--- config.mk ---
export PLATFORM = sky130hd
export DESIGN_NAME = csv_record_field_parser_top_flat
export DESIGN_NICKNAME = d
export VERILOG_FILES = /design/src/design/csvp_pkg.sv /design/src/design/csvp_byte_if.sv /design/src/design/csvp_result_if.sv /design/src/design/csv_record_field_parser_top.sv /design/src/design/csvp_ctrl.sv /design/src/design/csvp_dp.sv /design/src/flat_wrapper.sv
export SDC_FILE = /design/constraint.sdc
export NUM_CORES = 1
export LEC_CHECK = 0
export BUFFER_PORTS_ARGS = -buffer_cell sky130_fd_sc_hd__buf_2
export CELL_PAD_IN_SITES_DETAIL_PLACEMENT = 1
export CELL_PAD_IN_SITES_GLOBAL_PLACEMENT = 1
export CORE_UTILIZATION = 30
export CTS_CLUSTER_DIAMETER = 30
export DETAILED_ROUTE_END_ITERATION = 10
export GPL_TIMING_DRIVEN = 0
export PLACE_DENSITY = 0.62
export SLEW_MARGIN = 20
export SYNTH_ARGS = -nofsm -noshare
export SYNTH_HDL_FRONTEND = slang
export SYNTH_SLANG_ARGS = --single-unit
--- constraint.sdc ---
create_clock -name clk_i -period 6.3 [get_ports clk_i]
set_input_delay 0.315 -clock clk_i [delete_from_list [all_inputs] [get_ports clk_i]]
set_output_delay 0.315 -clock clk_i [all_outputs]
set_load 0.01 [all_outputs]
--- src/design/csvp_pkg.sv ---
// Shared types, codes and constants of the CSV record field parser.
// Used by the controller, the datapath and the top level.
package csvp_pkg;

  localparam int unsigned FieldCountDefault = 8;
  localparam int unsigned TextFieldsDefault = 4;
  localparam int unsigned TextLimitDefault  = 49;

  localparam logic [7:0] CH_NUL    = 8'd0;
  localparam logic [7:0] CH_LF     = 8'd10;
  localparam logic [7:0] CH_SPACE  = 8'd32;
  localparam logic [7:0] CH_QUOTE  = 8'd34;
  localparam logic [7:0] CH_PLUS   = 8'd43;
  localparam logic [7:0] CH_COMMA  = 8'd44;
  localparam logic [7:0] CH_MINUS  = 8'd45;
  localparam logic [7:0] CH_ZERO   = 8'd48;
  localparam logic [7:0] CH_NINE   = 8'd57;
  localparam logic [7:0] CH_COLON  = 8'd58;

  localparam logic [6:0]  LEN_MAX   = 7'd127;
  localparam logic [31:0] POS_LIMIT = 32'h7FFF_FFFF;
  localparam logic [31:0] NEG_LIMIT = 32'h8000_0000;
  localparam logic [31:0] EMPTY_NUM = 32'hFFFF_FFFF;

  typedef enum logic [1:0] {
    KIND_TEXT      = 2'd0,
    KIND_FIELD_END = 2'd1,
    KIND_REC_END   = 2'd2
  } kind_e;

  typedef enum logic [1:0] {
    PH_SKIP   = 2'd0,
    PH_SIGN   = 2'd1,
    PH_DIGITS = 2'd2,
    PH_DONE   = 2'd3
  } phase_e;

  typedef enum logic {
    ST_RUN   = 1'b0,
    ST_FLUSH = 1'b1
  } ctrl_state_e;

  typedef struct packed {
    logic [1:0]   kind;
    logic [2:0]   field_number;
    logic [7:0]   text_char;
    logic [31:0]  number;
    logic         field_empty;
    logic         text_truncated;
    logic         last;
  } result_t;

  typedef struct packed {
    logic take_byte;
    logic emit_end;
    logic emit_rec;
  } cmd_t;

  typedef struct packed {
    logic out_free;
    logic is_term;
    logic fields_done;
  } stat_t;

endpackage

--- src/design/csvp_byte_if.sv ---
// Input channel: one record byte per transfer, valid/ready handshake.
// Depends on nothing.
interface csvp_byte_if;
  logic       valid;
  logic       ready;
  logic [7:0] in_byte;

  modport source (output valid, output in_byte, input ready);
  modport sink (input valid, input in_byte, output ready);
endinterface

--- src/design/csvp_result_if.sv ---
// Output channel: one parse result per transfer, valid/ready handshake.
// Depends on nothing.
interface csvp_result_if;
  logic               valid;
  logic               ready;
  logic        [1:0]  kind;
  logic        [2:0]  field_number;
  logic        [7:0]  text_char;
  logic signed [31:0] number;
  logic               field_empty;
  logic               text_truncated;
  logic               last;

  modport source (output valid, output kind, output field_number, output text_char,
                  output number, output field_empty, output text_truncated,
                  output last, input ready);
  modport sink (input valid, input kind, input field_number, input text_char,
                input number, input field_empty, input text_truncated,
                input last, output ready);
endinterface

--- src/design/csv_record_field_parser_top.sv ---
// CSV record field parser, top level. Each result is held in the single result register before it is presented.
// Throughput: one byte per cycle inside fields, limited by the single result register.
// After a record terminator is taken, the controller's flush state issues one field end per
// remaining field and then the record end.
// Reset (rst_ni, async, active low) clears quoting, field and number state and the result valid flag.
// Depends on csvp_pkg, csvp_byte_if, csvp_result_if, csvp_ctrl and csvp_dp.
module csv_record_field_parser_top
  import csvp_pkg::*;
#(
  parameter int unsigned FIELD_COUNT = FieldCountDefault,
  parameter int unsigned TEXT_FIELDS = TextFieldsDefault,
  parameter int unsigned TEXT_LIMIT  = TextLimitDefault
) (
  input logic           clk_i,
  input logic           rst_ni,
  csvp_byte_if.sink     byte_i,
  csvp_result_if.source result_o
);

  cmd_t    cmd;
  stat_t   stat;
  result_t res;

  csvp_ctrl u_ctrl (
    .clk_i      (clk_i),
    .rst_ni     (rst_ni),
    .in_valid_i (byte_i.valid),
    .stat_i     (stat),
    .in_ready_o (byte_i.ready),
    .cmd_o      (cmd)
  );

  csvp_dp #(
    .FIELD_COUNT (FIELD_COUNT),
    .TEXT_FIELDS (TEXT_FIELDS),
    .TEXT_LIMIT  (TEXT_LIMIT)
  ) u_dp (
    .clk_i       (clk_i),
    .rst_ni      (rst_ni),
    .in_byte_i   (byte_i.in_byte),
    .cmd_i       (cmd),
    .out_ready_i (result_o.ready),
    .stat_o      (stat),
    .out_valid_o (result_o.valid),
    .out_o       (res)
  );

  assign result_o.kind           = res.kind;
  assign result_o.field_number   = res.field_number;
  assign result_o.text_char      = res.text_char;
  assign result_o.number         = signed'(res.number);
  assign result_o.field_empty    = res.field_empty;
  assign result_o.text_truncated = res.text_truncated;
  assign result_o.last           = res.last;

endmodule

--- src/design/csvp_ctrl.sv ---
// Controller: takes bytes and sequences the field-end flush at record end.
// Depends on csvp_pkg.
module csvp_ctrl
  import csvp_pkg::*;
(
  input  logic  clk_i,
  input  logic  rst_ni,
  input  logic  in_valid_i,
  input  stat_t stat_i,
  output logic  in_ready_o,
  output cmd_t  cmd_o
);

  ctrl_state_e state_q, state_d;

  always_comb begin
    state_d = state_q;
    case (state_q)
      ST_RUN: begin
        if (in_valid_i && stat_i.out_free && stat_i.is_term) begin
          state_d = ST_FLUSH;
        end
      end
      ST_FLUSH: begin
        if (stat_i.out_free && stat_i.fields_done) begin
          state_d = ST_RUN;
        end
      end
      default: state_d = ST_RUN;
    endcase
  end

  always_comb begin
    in_ready_o = 1'b0;
    cmd_o      = '0;
    case (state_q)
      ST_RUN: begin
        in_ready_o      = stat_i.out_free;
        cmd_o.take_byte = in_valid_i && stat_i.out_free;
      end
      ST_FLUSH: begin
        cmd_o.emit_end = stat_i.out_free && !stat_i.fields_done;
        cmd_o.emit_rec = stat_i.out_free && stat_i.fields_done;
      end
      default: begin
        in_ready_o = 1'b0;
      end
    endcase
  end

  always_ff @(posedge clk_i or negedge rst_ni) begin
    if (!rst_ni) begin
      state_q <= ST_RUN;
    end else begin
      state_q <= state_d;
    end
  end

endmodule

--- src/design/csvp_dp.sv ---
// Datapath: field state, number conversion and the result register.
// Depends on csvp_pkg; driven by csvp_ctrl commands.
module csvp_dp
  import csvp_pkg::*;
#(
  parameter int unsigned FIELD_COUNT = FieldCountDefault,
  parameter int unsigned TEXT_FIELDS = TextFieldsDefault,
  parameter int unsigned TEXT_LIMIT  = TextLimitDefault
) (
  input  logic       clk_i,
  input  logic       rst_ni,
  input  logic [7:0] in_byte_i,
  input  cmd_t       cmd_i,
  input  logic       out_ready_i,
  output stat_t      stat_o,
  output logic       out_valid_o,
  output result_t    out_o
);

  localparam int unsigned FieldW = $clog2(FIELD_COUNT + 1);

  logic              quote_q, quote_d;
  logic [FieldW-1:0] cur_q, cur_d;
  logic [6:0]        len_q, len_d;
  phase_e            phase_q, phase_d;
  logic              neg_q, neg_d;
  logic [31:0]       mag_q, mag_d;
  logic              ovf_q, ovf_d;
  logic              out_valid_q, out_valid_d;
  result_t           out_q, res;
  logic              load;

  logic [FieldW+2:0] cur_ext;
  logic              fields_done, is_text, is_term, is_space, is_digit, is_delim;
  logic              empty;
  result_t           end_res;
  logic [35:0]       prod;
  logic [31:0]       limit;

  assign cur_ext     = (FieldW + 3)'(cur_q);
  assign fields_done = 32'(cur_q) >= 32'(FIELD_COUNT);
  assign is_text     = 32'(cur_q) < 32'(TEXT_FIELDS);
  assign is_term     = (in_byte_i == CH_NUL) || ((in_byte_i == CH_LF) && !quote_q);
  assign is_space    = in_byte_i inside {[8'd9:8'd13], CH_SPACE};
  assign is_digit    = in_byte_i inside {[CH_ZERO:CH_NINE]};
  assign is_delim    = (in_byte_i == CH_COMMA) || (in_byte_i == CH_COLON);
  assign empty       = (len_q == 7'd0);
  assign limit       = neg_q ? NEG_LIMIT : POS_LIMIT;
  assign prod        = {4'd0, mag_q} * 36'd10 + 36'(in_byte_i - CH_ZERO);

  always_comb begin
    end_res                = '0;
    end_res.kind           = KIND_FIELD_END;
    end_res.field_number   = cur_ext[2:0];
    end_res.field_empty    = empty;
    end_res.text_truncated = ovf_q;
    if (!is_text) begin
      if (empty) begin
        end_res.number = EMPTY_NUM;
      end else if (neg_q) begin
        end_res.number = 32'd0 - mag_q;
      end else begin
        end_res.number = mag_q;
      end
    end
  end

  always_comb begin
    quote_d = quote_q;
    cur_d   = cur_q;
    len_d   = len_q;
    phase_d = phase_q;
    neg_d   = neg_q;
    mag_d   = mag_q;
    ovf_d   = ovf_q;
    load    = 1'b0;
    res     = '0;
    if (cmd_i.emit_rec) begin
      load     = 1'b1;
      res.kind = KIND_REC_END;
      res.last = 1'b1;
      quote_d  = 1'b0;
      cur_d    = '0;
      len_d    = '0;
      phase_d  = PH_SKIP;
      neg_d    = 1'b0;
      mag_d    = '0;
      ovf_d    = 1'b0;
    end else if (cmd_i.emit_end) begin
      load    = 1'b1;
      res     = end_res;
      cur_d   = cur_q + 1'b1;
      len_d   = '0;
      phase_d = PH_SKIP;
      neg_d   = 1'b0;
      mag_d   = '0;
      ovf_d   = 1'b0;
    end else if (cmd_i.take_byte && !is_term && !fields_done) begin
      if (in_byte_i == CH_QUOTE) begin
        quote_d = !quote_q;
      end else if (is_delim && !quote_q) begin
        load     = 1'b1;
        res      = end_res;
        res.last = 1'b1;
        cur_d    = cur_q + 1'b1;
        len_d    = '0;
        phase_d  = PH_SKIP;
        neg_d    = 1'b0;
        mag_d    = '0;
        ovf_d    = 1'b0;
      end else if (is_text) begin
        if (len_q < 7'(TEXT_LIMIT)) begin
          load             = 1'b1;
          res.kind         = KIND_TEXT;
          res.field_number = cur_ext[2:0];
          res.text_char    = in_byte_i;
          res.last         = 1'b1;
          len_d            = len_q + 7'd1;
        end else begin
          ovf_d = 1'b1;
        end
      end else begin
        if (len_q != LEN_MAX) begin
          len_d = len_q + 7'd1;
        end
        if ((phase_q == PH_SKIP) && is_space) begin
          phase_d = PH_SKIP;
        end else if ((phase_q == PH_SKIP) &&
                     ((in_byte_i == CH_PLUS) || (in_byte_i == CH_MINUS))) begin
          neg_d   = (in_byte_i == CH_MINUS);
          phase_d = PH_SIGN;
        end else if ((phase_q != PH_DONE) && is_digit) begin
          phase_d = PH_DIGITS;
          if (prod > 36'(limit)) begin
            mag_d = limit;
            ovf_d = 1'b1;
          end else begin
            mag_d = prod[31:0];
          end
        end else begin
          phase_d = PH_DONE;
        end
      end
    end
  end

  assign out_valid_d        = load || (out_valid_q && !out_ready_i);
  assign stat_o.out_free    = !out_valid_q || out_ready_i;
  assign stat_o.is_term     = is_term;
  assign stat_o.fields_done = fields_done;
  assign out_valid_o        = out_valid_q;
  assign out_o              = out_q;

  always_ff @(posedge clk_i or negedge rst_ni) begin
    if (!rst_ni) begin
      quote_q     <= 1'b0;
      cur_q       <= '0;
      len_q       <= '0;
      phase_q     <= PH_SKIP;
      neg_q       <= 1'b0;
      mag_q       <= '0;
      ovf_q       <= 1'b0;
      out_valid_q <= 1'b0;
    end else begin
      quote_q     <= quote_d;
      cur_q       <= cur_d;
      len_q       <= len_d;
      phase_q     <= phase_d;
      neg_q       <= neg_d;
      mag_q       <= mag_d;
      ovf_q       <= ovf_d;
      out_valid_q <= out_valid_d;
    end
  end

  always_ff @(posedge clk_i) begin
    if (load) begin
      out_q <= res;
    end
  end

  a_cmd_onehot: assert property (@(posedge clk_i) disable iff (!rst_ni)
    $onehot0({cmd_i.take_byte, cmd_i.emit_end, cmd_i.emit_rec}))
    else $error("controller issued overlapping commands");

  a_load_free: assert property (@(posedge clk_i) disable iff (!rst_ni)
    load |-> stat_o.out_free)
    else $error("result register overwritten while occupied");

  a_rec_clears: assert property (@(posedge clk_i) disable iff (!rst_ni)
    cmd_i.emit_rec |=> (cur_q == '0) && !quote_q && (len_q == 7'd0))
    else $error("record end did not clear field state");

  a_rec_last: assert property (@(posedge clk_i) disable iff (!rst_ni)
    (out_valid_q && (out_q.kind == KIND_REC_END)) |-> out_q.last)
    else $error("record end result without last");

  a_field_bound: assert property (@(posedge clk_i) disable iff (!rst_ni)
    32'(cur_q) <= 32'(FIELD_COUNT))
    else $error("field counter ran past field count");

endmodule

--- src/flat_wrapper.sv ---
// flat-port wrapper written by rule: the top's interface ports become plain ports
module csv_record_field_parser_top_flat import csvp_pkg::*;
#(
  parameter int unsigned FIELD_COUNT = FieldCountDefault,
  parameter int unsigned TEXT_FIELDS = TextFieldsDefault,
  parameter int unsigned TEXT_LIMIT  = TextLimitDefault
)
  (clk_i, rst_ni, byte_i_valid, byte_i_in_byte, byte_i_ready, result_o_valid, result_o_kind, result_o_field_number, result_o_text_char, result_o_number, result_o_field_empty, result_o_text_truncated, result_o_last, result_o_ready);
  csvp_byte_if byte_i_i ();
  csvp_result_if result_o_i ();
  input logic clk_i;
  input logic rst_ni;
  input wire logic [$bits(byte_i_i.valid)-1:0] byte_i_valid;
  input wire logic [$bits(byte_i_i.in_byte)-1:0] byte_i_in_byte;
  output wire logic [$bits(byte_i_i.ready)-1:0] byte_i_ready;
  output wire logic [$bits(result_o_i.valid)-1:0] result_o_valid;
  output wire logic [$bits(result_o_i.kind)-1:0] result_o_kind;
  output wire logic [$bits(result_o_i.field_number)-1:0] result_o_field_number;
  output wire logic [$bits(result_o_i.text_char)-1:0] result_o_text_char;
  output wire logic [$bits(result_o_i.number)-1:0] result_o_number;
  output wire logic [$bits(result_o_i.field_empty)-1:0] result_o_field_empty;
  output wire logic [$bits(result_o_i.text_truncated)-1:0] result_o_text_truncated;
  output wire logic [$bits(result_o_i.last)-1:0] result_o_last;
  input wire logic [$bits(result_o_i.ready)-1:0] result_o_ready;
  assign byte_i_i.valid = byte_i_valid;
  assign byte_i_i.in_byte = byte_i_in_byte;
  assign byte_i_ready = byte_i_i.ready;
  assign result_o_valid = result_o_i.valid;
  assign result_o_kind = result_o_i.kind;
  assign result_o_field_number = result_o_i.field_number;
  assign result_o_text_char = result_o_i.text_char;
  assign result_o_number = result_o_i.number;
  assign result_o_field_empty = result_o_i.field_empty;
  assign result_o_text_truncated = result_o_i.text_truncated;
  assign result_o_last = result_o_i.last;
  assign result_o_i.ready = result_o_ready;
  csv_record_field_parser_top #(.FIELD_COUNT(FIELD_COUNT), .TEXT_FIELDS(TEXT_FIELDS), .TEXT_LIMIT(TEXT_LIMIT)) u_core (.clk_i(clk_i), .rst_ni(rst_ni), .byte_i(byte_i_i), .result_o(result_o_i));
endmodule
==> impl_metrics.tcl, run 1 <==
set metrics [dict create \
    status "finished, violations left" \
    violations "negative setup slack" \
    end_kind "register" \
    pwr-share-seq_pct 19.1 \
    syn_area_um2 9390 \
    root_buffer "clkbuf_16" \
    ir_drop_mv 0.140 \
    yosysTopAreaCellShare_pct 18.0 \
    p_switching_mw 3.32 \
    crit_arrival_ns 7.00 \
    rsz0062_at_grt "yes" \
    grt_usage_pct 18.1 \
    yosysMostFrequentCell "ha_1" \
    finalNetCount 1291 \
    path_common_cell "ha_1" \
    cts-hold-fix-buffers 0 \
    synth_seq_cells 98 \
    wl_met1_um 13900 \
    viasPerCell 5.43 \
    cts_buffer_depth 2 \
    p_comb_share_pct 72.6 \
    wl_um 28800 \
    grt_pass1_wl_um 45600 \
    netlist_instances 1038 \
    p_leak_nw 5.20 \
    critPathMaxStageDelay_ns 0.58 \
    grt_overflow 0 \
    setup_viol 33 \
    synth_edf_count 48 \
    synth_top_cells_by_count "ha_1 (135), a21oi_1 (116), nand2_1 (74)" \
    vias 8382 \
    power_density_nw_per_um2 579 \
    path_class "reg2reg" \
    antenna_found_initial 0 \
    max_cap_violations 0 \
    period_needed_ns 6.78 \
    cts_tree "yes" \
    antenna_left 0 \
    met3_length_um 496 \
    drive_gt1_share_pct 20.5 \
    final-hold-violation-count 0 \
    numPortBuffers 61 \
    power_mw 6.55 \
    clkTransAtPathRegs_ns 0.07 \
    maxSlewViolCount 0 \
    start_util_pct 30.6 \
    hpwl_um 23000 \
    drcViolationCount 0 \
    gp_congestion 0.832 \
    core-area_um2 30700 \
    async_flop_share_pct 51.0 \
    syn2layout_area_growth_pct 20.4 \
    path_max_fanout 10 \
    grt_max_degree 51 \
    cp.required_ns 6.52 \
    io_pins 62 \
    clk_latency_ns 0.34 \
    timing.rr.start "u_core.u_dp.mag_q[5]$_DFFE_PN0P_" \
    fill_cells 3556 \
    die_y_um 179 \
    insertedDiodeCount 0 \
    grt_pass1_vias 8526 \
    max_freq_mhz 148 \
    yosys-top-cells-area "ha_1 (18%), edfxtp_1 (15%), dfrtp_1 (13%)" \
    wl_per_cell_um 18.7 \
    fp.dieW_um 179 \
    drt-pass1-iter-count 4 \
    htree_levels 3 \
    seq_area_frac_synth_pct 28.7 \
    fin_skew_ns 0.00759 \
    crit_slowest_cell "or4b_4" \
    synth_cell_type_count 70 \
    startpoint "u_core.u_dp.mag_q[5]$_DFFE_PN0P_" \
    dr.first_iter.drc_count 347 \
    met2_length_um 14100 \
    tightest_slew_ns 0.838 \
    syn-num-nets 1187 \
    slew_headroom_pct 44.0 \
    synth_ff_type "dfrtp_1" \
    cts_buffers 9 \
    hold_class "in2async" \
    preCtsSetupSlack_ns -2.43 \
    switching_share_pct 50.6 \
    finalCritPeriodShare_pct 108 \
    highest_layer "met4" \
    clkPwrFrac_pct 8.3 \
    p_int_mw 3.23 \
    synth.avg_cell_area_um2 9.05 \
    cts_sinks 98 \
    worst_slack_ns -0.477 \
    rows 64 \
    yosysTopAreaCell "ha_1" \
    yosysWarnings 0 \
    cp-start-kind "register" \
    die_area_um2 32000 \
]
-- cell type report --
cell class	count	area, um2	area share [%]
plain buffers	34	181	1.60
clock buffers	11	233	2.06
clock inverters	5	55.1	0.487
inverters	40	150	1.33
multi-input cells	862	6850	60.6
flip-flops and latches	98	2700	23.9
well taps	396	495	4.38
repair buffers	97	644	5.70
-- layer usage --
metal | global-route usage [%] | vias to the layer above
li1 | - | 4139
met4 | 3.32 | 0
met1 | 24.3 | 4137
met2 | 32.0 | 87
met5 | 0 | -
met3 | 1.06 | 19
-- logic make-up (layout without fill, tap and decap cells) --
logic type               Yosys count  after routing  share of synthesized area, %
buffers and inverters             78            187                          3.57
AO/OA/AOI/OAI                    348            348                          25.2
adder cells (fa/ha/maj)          137            137                          18.4
XOR/XNOR                          96             96                          8.95
multiplexers                       2              2                         0.213
flip-flops                        98             98                          28.7
AND/OR/NAND/NOR                  279            279                          15.0
-- worst max-delay path, delay by kind of cell, from the launching register on --
kind            cells  cell delay, ns
compound gates     12            2.08
xor+xnor            2            0.26
fa+ha+maj           4            1.27
buf+inv             3            0.42
flops               1            0.48
simple gates       11            2.12
-- layout by cell type (no fill, tap or decap), types with 23 or more instances in the layout --
master    count
a21o_1       34
buf_2        63
nand4_1      23
nand2_1      72
xor2_1       58
o21ai_0      48
a21oi_1     106
xnor2_1      32
buf_4        34
clkbuf_1     24
dfrtp_1      42
nor2_1       54
edfxtp_1     48
ha_1        124
inv_1        38
a221o_2      29
-- final timing paths --
check	end	slack (ns)	cells past startpoint
setup / recovery	u_core.u_dp.mag_q[27]$_DFFE_PN0P_	-0.48	32
hold / removal	u_core.u_dp.cur_q[1]$_DFFE_PN0P_	0.009	1
setup reg to reg	u_core.u_dp.mag_q[27]$_DFFE_PN0P_	-0.48	32
hold reg to reg	u_core.u_dp.quote_q$_DFFE_PN0P_	0.51	1
max in group asynchronous	u_core.u_dp.neg_q$_DFFE_PN0P_	5.79	1
min in group clk_i	u_core.u_dp.mag_q[0]$_DFFE_PN0P_	0.29	2
-- registers in the layout, summed over array words and instances, names as in the netlist --
register	count
u_core.u_dp.quote_q	1
u_core.u_dp.cur_q	4
u_core.u_ctrl.state_q	1
u_core.u_dp.len_q	7
u_core.u_dp.out_valid_o	1
u_core.u_dp.mag_q	32
u_core.u_dp.ovf_q	1
u_core.u_dp.phase_q	2
u_core.u_dp.neg_q	1
u_core.u_dp.out_o	48
-- per-stage QoR --
| stage | cell area, um2 | util, % | setup TNS, ns | hold slack, ns | cells |
|---|---|---|---|---|---|
| 6_report | 11300 | 36.9 | -14.71 | 0.00851 | 1543 |
| 3_5_place_dp | 10300 | 33.6 | -77.84 | 0.403 | 1499 |
| 2_1_floorplan | 9400 | - | 0 | 0.0194 | 1038 |
| 5_1_grt | 11300 | 36.9 | -23.20 | 0.0588 | 1543 |
| 4_1_cts | 11000 | 35.8 | -14.40 | 0.0373 | 1527 |
| 3_3_place_gp | 10200 | 33.3 | -77.48 | 0.502 | 1495 |
-- power groups by stage --
stage	combinational (mW)	clock (mW)	sequential [mW]
2_1_floorplan	2.99	0	1.22
3_3_place_gp	4.06	0	1.27
3_5_place_dp	4.23	0	1.26
4_1_cts	4.55	0.553	1.25
5_1_grt	5.30	0.578	1.29
6_report	4.75	0.544	1.25
-- timing repair --
action	4_1_cts	5_1_grt
buffers inserted	16	17
resized for setup	62	42
pin swaps	22	32
cloned	0	0
endpoints found under the setup margin	33	33
Note: power is estimated with default switching activity, not from simulation.
==> run 2: changes to the inputs <==
--- a/config.mk
+++ b/config.mk
@@ -16,4 +16,5 @@
 export SLEW_MARGIN = 20
 export SYNTH_ARGS = -nofsm -noshare
 export SYNTH_HDL_FRONTEND = slang
+export SYNTH_HIERARCHICAL = 1
 export SYNTH_SLANG_ARGS = --single-unit
==> impl_metrics.tcl, run 2 <==
set metrics [dict create \
    die_area_um2 32500 \
    design_area_um2 12200 \
    rsz0062_at_grt "yes" \
    finalNetCount 1344 \
    gp_congestion 0.832 \
    synth_ff_type "dfrtp_1" \
    violations "negative hold slack, negative setup slack" \
    grt_pass1_wl_um 50100 \
    syn_area_um2 9540 \
    ir_drop_mv 0.173 \
    finalCritPeriodShare_pct 103 \
    placed_area_um2 10400 \
    final_common_cell "ha_1" \
    clk_latency_ns 0.35 \
    critPathMaxStageDelay_ns 0.49 \
    cts-hold-fix-buffers 0 \
    cts_buffer_depth 2 \
    start_util_pct 30.9 \
    final_cell_mix "ha_1 (96), a21oi_1 (85), buf_4 (70), buf_2 (68), nand2_1 (63)" \
    power_mw 6.90 \
    grt_pass1_vias 9166 \
    yosys-top-cells-area "ha_1 (18%), edfxtp_1 (15%), dfrtp_1 (13%)" \
    seq_area_frac_synth_pct 28.2 \
    cts_buffers 9 \
    largest_reg_flops 48 \
    numPortBuffers 61 \
    instances_no_fill 1596 \
    grt_max_degree 51 \
    grt_overflow 0 \
    io_pins 62 \
    synth_edf_count 48 \
    synth_cell_type_count 78 \
    final-hold-violation-count 7 \
    fp.dieW_um 180 \
    rows 64 \
    cts_sinks 98 \
    slew_headroom_pct 44.8 \
    core-area_um2 30900 \
    antenna_left 0 \
    clkTransAtPathRegs_ns 0.07 \
    yosysWarnings 6 \
    synth_top_cells_by_count "ha_1 (135), a21oi_1 (104), nor2_1 (69)" \
    drive_gt1_share_pct 28.6 \
    p_leak_nw 5.36 \
    crit_slowest_cell "or4_4" \
    end_kind "register" \
    syn2layout_area_growth_pct 28.0 \
    drt-pass1-iter-count 4 \
    yosysMostFrequentCell "ha_1" \
    antenna_found_initial 0 \
    worst_hold_slack_ns -0.0155 \
    yosysTopAreaCell "ha_1" \
    period_needed_ns 6.50 \
    dr.first_iter.drc_count 386 \
    cts_tree "yes" \
    wl_um 31400 \
    vias 8834 \
    synth.avg_cell_area_um2 9.02 \
    path_max_fanout 7 \
    wl_per_cell_um 19.7 \
    cp.required_ns 6.53 \
    hold_class "in2async" \
    root_buffer "clkbuf_16" \
    htree_levels 3 \
    hpwl_um 23400 \
    max_cap_violations 0 \
    fin_setup_tns_ns -4.63 \
    insertedDiodeCount 0 \
    tightest_slew_ns 0.828 \
    fin_util_pct 39.5 \
    power_density_nw_per_um2 566 \
    maxSlewViolCount 0 \
    place_inst 1516 \
    fin_skew_ns 0.00917 \
    max_freq_mhz 154 \
    worst_slack_ns -0.197 \
    grt_usage_pct 19.1 \
    yosysTopAreaCellShare_pct 17.7 \
    die_y_um 180 \
    preCtsSetupSlack_ns -1.87 \
    viasPerCell 5.54 \
    setup_viol 31 \
    cp-start-kind "register" \
    crit_arrival_ns 6.73 \
    path_class "reg2reg" \
    status "finished, violations left" \
    async_flop_share_pct 51.0 \
    netlist_instances 1057 \
    synth_seq_cells 98 \
    drcViolationCount 0 \
    syn-num-nets 1206 \
]
[run 2: routing by layer]
metal,track usage [%],vias to the layer above,part of all wire (%)
li1,-,4295,-
met1,25.3,4408,47
met2,34.0,111,50
met3,1.33,20,1.9
met4,3.97,0,0.89
met5,0,-,0
[run 2: worst paths after layout]
| kind | cells after the start | endpoint | start | slack (ns) |
|---|---|---|---|---|
| max | 34 | u_core/u_dp/mag_q[15]$_DFFE_PN0P_ | u_core/u_dp/mag_q[7]$_DFFE_PN0P_ | -0.20 |
| min reg2reg | 2 | u_core/u_dp/phase_q[1]$_DFFE_PN0P_ | u_core/u_dp/phase_q[1]$_DFFE_PN0P_ | 0.57 |
| min | 1 | u_core/u_dp/phase_q[1]$_DFFE_PN0P_ | rst_ni | -0.02 |
| max in group asynchronous | 1 | u_core/u_dp/mag_q[17]$_DFFE_PN0P_ | rst_ni | 5.81 |
| min in group clk_i | 3 | u_core/u_ctrl/state_q$_DFF_PN0_ | byte_i_valid | 0.28 |
| max reg2reg | 34 | u_core/u_dp/mag_q[15]$_DFFE_PN0P_ | u_core/u_dp/mag_q[7]$_DFFE_PN0P_ | -0.20 |
[run 2: worst max-delay path, delay by kind of cell (launching register included)]
kind	cells	cell delay (ns)
xor gates and xnor gates	2	0.34
buffers and inverters	5	0.70
DFF	1	0.45
adders and majority gates	4	0.95
and+or+nand+nor	7	1.29
AOI/OAI and AO/OA	16	2.64
[run 2: kinds of logic after synthesis]
logic type	share of synthesized area (%)
buffers and inverters	3.94
AND/OR/NAND/NOR	15.8
flip-flops	28.2
XOR/XNOR	8.82
AO/OA/AOI/OAI	24.7
adder cells (fa/ha/maj)	18.1
multiplexers	0.315
[run 2: area by class of cell]
class / instances / area, um2
fill: 3574 / 18700
multi-input combinational: 874 / 7450
sequential: 98 / 2720
timing repair buffer: 135 / 923
tap: 396 / 495
clock buffer: 9 / 225
buffer: 37 / 198
inverter: 40 / 150
clock inverter: 7 / 52.6
[run 2: report_power, final]
part	switching (mW)	internal (mW)	total (mW)
clock	0.252	0.271	0.524
combinational	3.01	2.14	5.15
sequential	0.267	0.964	1.23
total	3.53	3.37	6.90
[run 2: timing repair]
action | CTS | global route
pin swaps | 86 | 44
setup buffers | 49 | 20
gates cloned | 3 | 0
resized for setup | 158 | 56
endpoints found under the setup margin | 33 | 33
==> run 3: changes to the inputs <==
--- a/config.mk
+++ b/config.mk
@@ -5,6 +5,7 @@
 export SDC_FILE = /design/constraint.sdc
 export NUM_CORES = 1
 export LEC_CHECK = 0
+export ABC_AREA = 1
 export BUFFER_PORTS_ARGS = -buffer_cell sky130_fd_sc_hd__buf_2
 export CELL_PAD_IN_SITES_DETAIL_PLACEMENT = 1
 export CELL_PAD_IN_SITES_GLOBAL_PLACEMENT = 1
@@ -12,8 +13,8 @@
 export CTS_CLUSTER_DIAMETER = 30
 export DETAILED_ROUTE_END_ITERATION = 10
 export GPL_TIMING_DRIVEN = 0
-export PLACE_DENSITY = 0.62
-export SLEW_MARGIN = 20
+export PLACE_DENSITY = 0.65
+export SLEW_MARGIN = 10
 export SYNTH_ARGS = -nofsm -noshare
 export SYNTH_HDL_FRONTEND = slang
 export SYNTH_HIERARCHICAL = 1
==> impl_metrics.tcl, run 3 <==
set metrics [dict create \
    critPathMaxStageDelay_ns 0.47 \
    final_cell_mix "nand2_1 (318), inv_1 (192), nor2_1 (180), ha_1 (134), a21oi_1 (113)" \
    finalNetCount 1649 \
    synth_top_cells_by_count "nand2_1 (322), inv_1 (192), nor2_1 (192)" \
    core-area_um2 32900 \
    slew_headroom_pct 40.7 \
    grt_usage_pct 18.3 \
    insertedDiodeCount 0 \
    gp_congestion 0.850 \
    yosys-top-cells-area "ha_1 (17%), edfxtp_1 (14%), dfrtp_1 (12%)" \
    io_pins 62 \
    seqCellArea_um2 2700 \
    cts_buffer_depth 2 \
    synth_edf_count 48 \
    drive_gt1_share_pct 11.7 \
    seq_area_frac_synth_pct 26.6 \
    die_y_um 186 \
    syn2layout_area_growth_pct 13.7 \
    synth_ff_type "dfrtp_1" \
    r2r_slack_ns 0.34 \
    maxSlewViolCount 0 \
    fp.dieW_um 186 \
    syn-num-nets 1570 \
    final_common_cell "nand2_1" \
    antenna_found_initial 1 \
    netlist_instances 1421 \
    status "finished, violations left" \
    path_common_cell "nand2_1" \
    async_flop_share_pct 51.0 \
    hold_class "in2async" \
    syn_area_um2 10100 \
    yosysTopAreaCellShare_pct 16.7 \
    fin_setup_tns_ns 0 \
    drt-pass1-iter-count 4 \
    yosysTopAreaCell "ha_1" \
    vias 9465 \
    wl_um 30300 \
    startpoint "u_core/u_dp/mag_q[1]$_DFFE_PN0P_" \
    dr.first_iter.drc_count 361 \
    path_max_fanout 8 \
    yosysWarnings 6 \
    end_kind "register" \
    max_cap_violations 0 \
    worst_hold_slack_ns -0.00573 \
    synth.avg_cell_area_um2 7.12 \
    start_util_pct 30.8 \
    grt_max_degree 51 \
    crit_slowest_cell "dfrtp_2" \
    tightest_slew_ns 0.890 \
    path_class "reg2reg" \
    cts_tree "yes" \
    cp.required_ns 6.52 \
    yosysMostFrequentCell "nand2_1" \
    multi_input_area_um2 6650 \
    finalCritPeriodShare_pct 94.6 \
    fin_skew_ns 0.0181 \
    drcViolationCount 0 \
    setup_viol 0 \
    final-hold-violation-count 4 \
    rows 66 \
    grt_pass1_vias 9685 \
    root_buffer "clkbuf_16" \
    period_needed_ns 5.96 \
    r2r_cells 34 \
    largest_reg_flops 48 \
    cp-start-kind "register" \
    crit_arrival_ns 6.18 \
    viasPerCell 4.86 \
    die_area_um2 34500 \
    fill_cells 4218 \
    synth_seq_cells 98 \
    cts_sinks 98 \
    cts-hold-fix-buffers 0 \
    synth_cell_type_count 52 \
    timing.rr.start "u_core/u_dp/mag_q[1]$_DFFE_PN0P_" \
    clk_latency_ns 0.35 \
    grt_pass1_wl_um 49600 \
    r2r_end "u_core/u_dp/mag_q[30]$_DFFE_PN0P_" \
    numPortBuffers 61 \
    grt_overflow 0 \
    antenna_left 0 \
    wl_per_cell_um 15.6 \
    max_freq_mhz 168 \
    cts_buffers 9 \
    violations "negative hold slack" \
    htree_levels 3 \
    clkTransAtPathRegs_ns 0.08 \
    hpwl_um 25600 \
]
## run 3: cell count changes after synthesis, moves of 13 or more
cell,previous run,this run
nand2_1,67,322
o31ai_1,16,1
clkbuf_1,29,8
and2_1,14,1
o22ai_2,1,20
o21a_1,15,2
xor2_1,50,36
nor2_1,69,192
o21ai_0,49,62
a221o_1,31,0
xnor2_1,46,23
a21o_1,36,6
nand3_1,31,66
inv_1,39,192
## run 3: worst max-delay path by stage
| stage | to | slack, ns |
|---|---|---|
| finish | u_core/u_dp/mag_q[30]$_DFFE_PN0P_ | 0.34 |
| global route | u_core/u_dp/mag_q[13]$_DFFE_PN0P_ | -0.006 |
| CTS | u_core/u_dp/mag_q[30]$_DFFE_PN0P_ | 0.04 |
| detailed placement | u_core/u_dp/mag_q[30]$_DFFE_PN0P_ | -0.37 |
| global placement | u_core/u_dp/mag_q[30]$_DFFE_PN0P_ | -0.43 |
| floorplan | u_core/u_dp/mag_q[30]$_DFFE_PN0P_ | 1.30 |
## run 3: repair_timing
action                     4_1_cts  5_1_grt
resized for setup                7       27
setup endpoints to repair       32       33
pin swaps                        1        5
buffers inserted                 1        3
cloned                           0        1
## run 3: per-layer routing
| layer | GRT usage [%] | wire [um] | vias up |
|---|---|---|---|
| met3 | 1.37 | 497 | 26 |
| met2 | 31.6 | 14300 | 92 |
| met1 | 24.6 | 15000 | 4491 |
| met4 | 4.33 | 434 | 2 |
| met5 | 0 | 9 | - |
| li1 | - | - | 4854 |
## run 3: per-stage QoR
stage          cells  hold slack (ns)  setup slack [ns]  area [um2]  utilization, %
2_1_floorplan   1421           0.0194              1.30       10100               -
3_3_place_gp    1924            0.463            -0.431       11000            33.4
3_5_place_dp    1926            0.469            -0.371       11000            33.6
4_1_cts         1943            0.238            0.0374       11400            34.6
5_1_grt         1947           0.0474          -0.00645       11500            35.0
6_report        1947         -0.00573             0.341       11500            35.0
## run 3: area by class of cell
class	count	share of cell area, %
inverter	199	6.49
buffer	20	1.20
timing repair buffer	68	3.61
sequential	98	23.4
multi-input combinational	1104	57.8
clock inverter	6	0.761
tap	442	4.80
clock buffer	10	1.99
## run 3: worst max-delay path, delay by kind of cell (launching register included)
family | cells | cell delay, ns
AND/OR/NAND/NOR | 16 | 1.59
AO/OA/AOI/OAI | 7 | 1.30
buffers and inverters | 4 | 0.43
XOR/XNOR | 2 | 0.54
flip-flops | 1 | 0.47
adder cells (fa/ha/maj) | 5 | 1.49
## run 3: cells by family after synthesis
logic type               count (synthesis)  share of synthesized area (%)
flip-flops                              98                           26.6
AND/OR/NAND/NOR                        647                           27.0
buffers and inverters                  219                           8.55
AO/OA/AOI/OAI                          261                           15.6
XOR/XNOR                                59                           5.10
adder cells (fa/ha/maj)                137                           17.1
Power of run 3 is left out: the tool's default activity adds up to more than one toggle a clock period on the data nets, which glitch-free logic cannot reach.
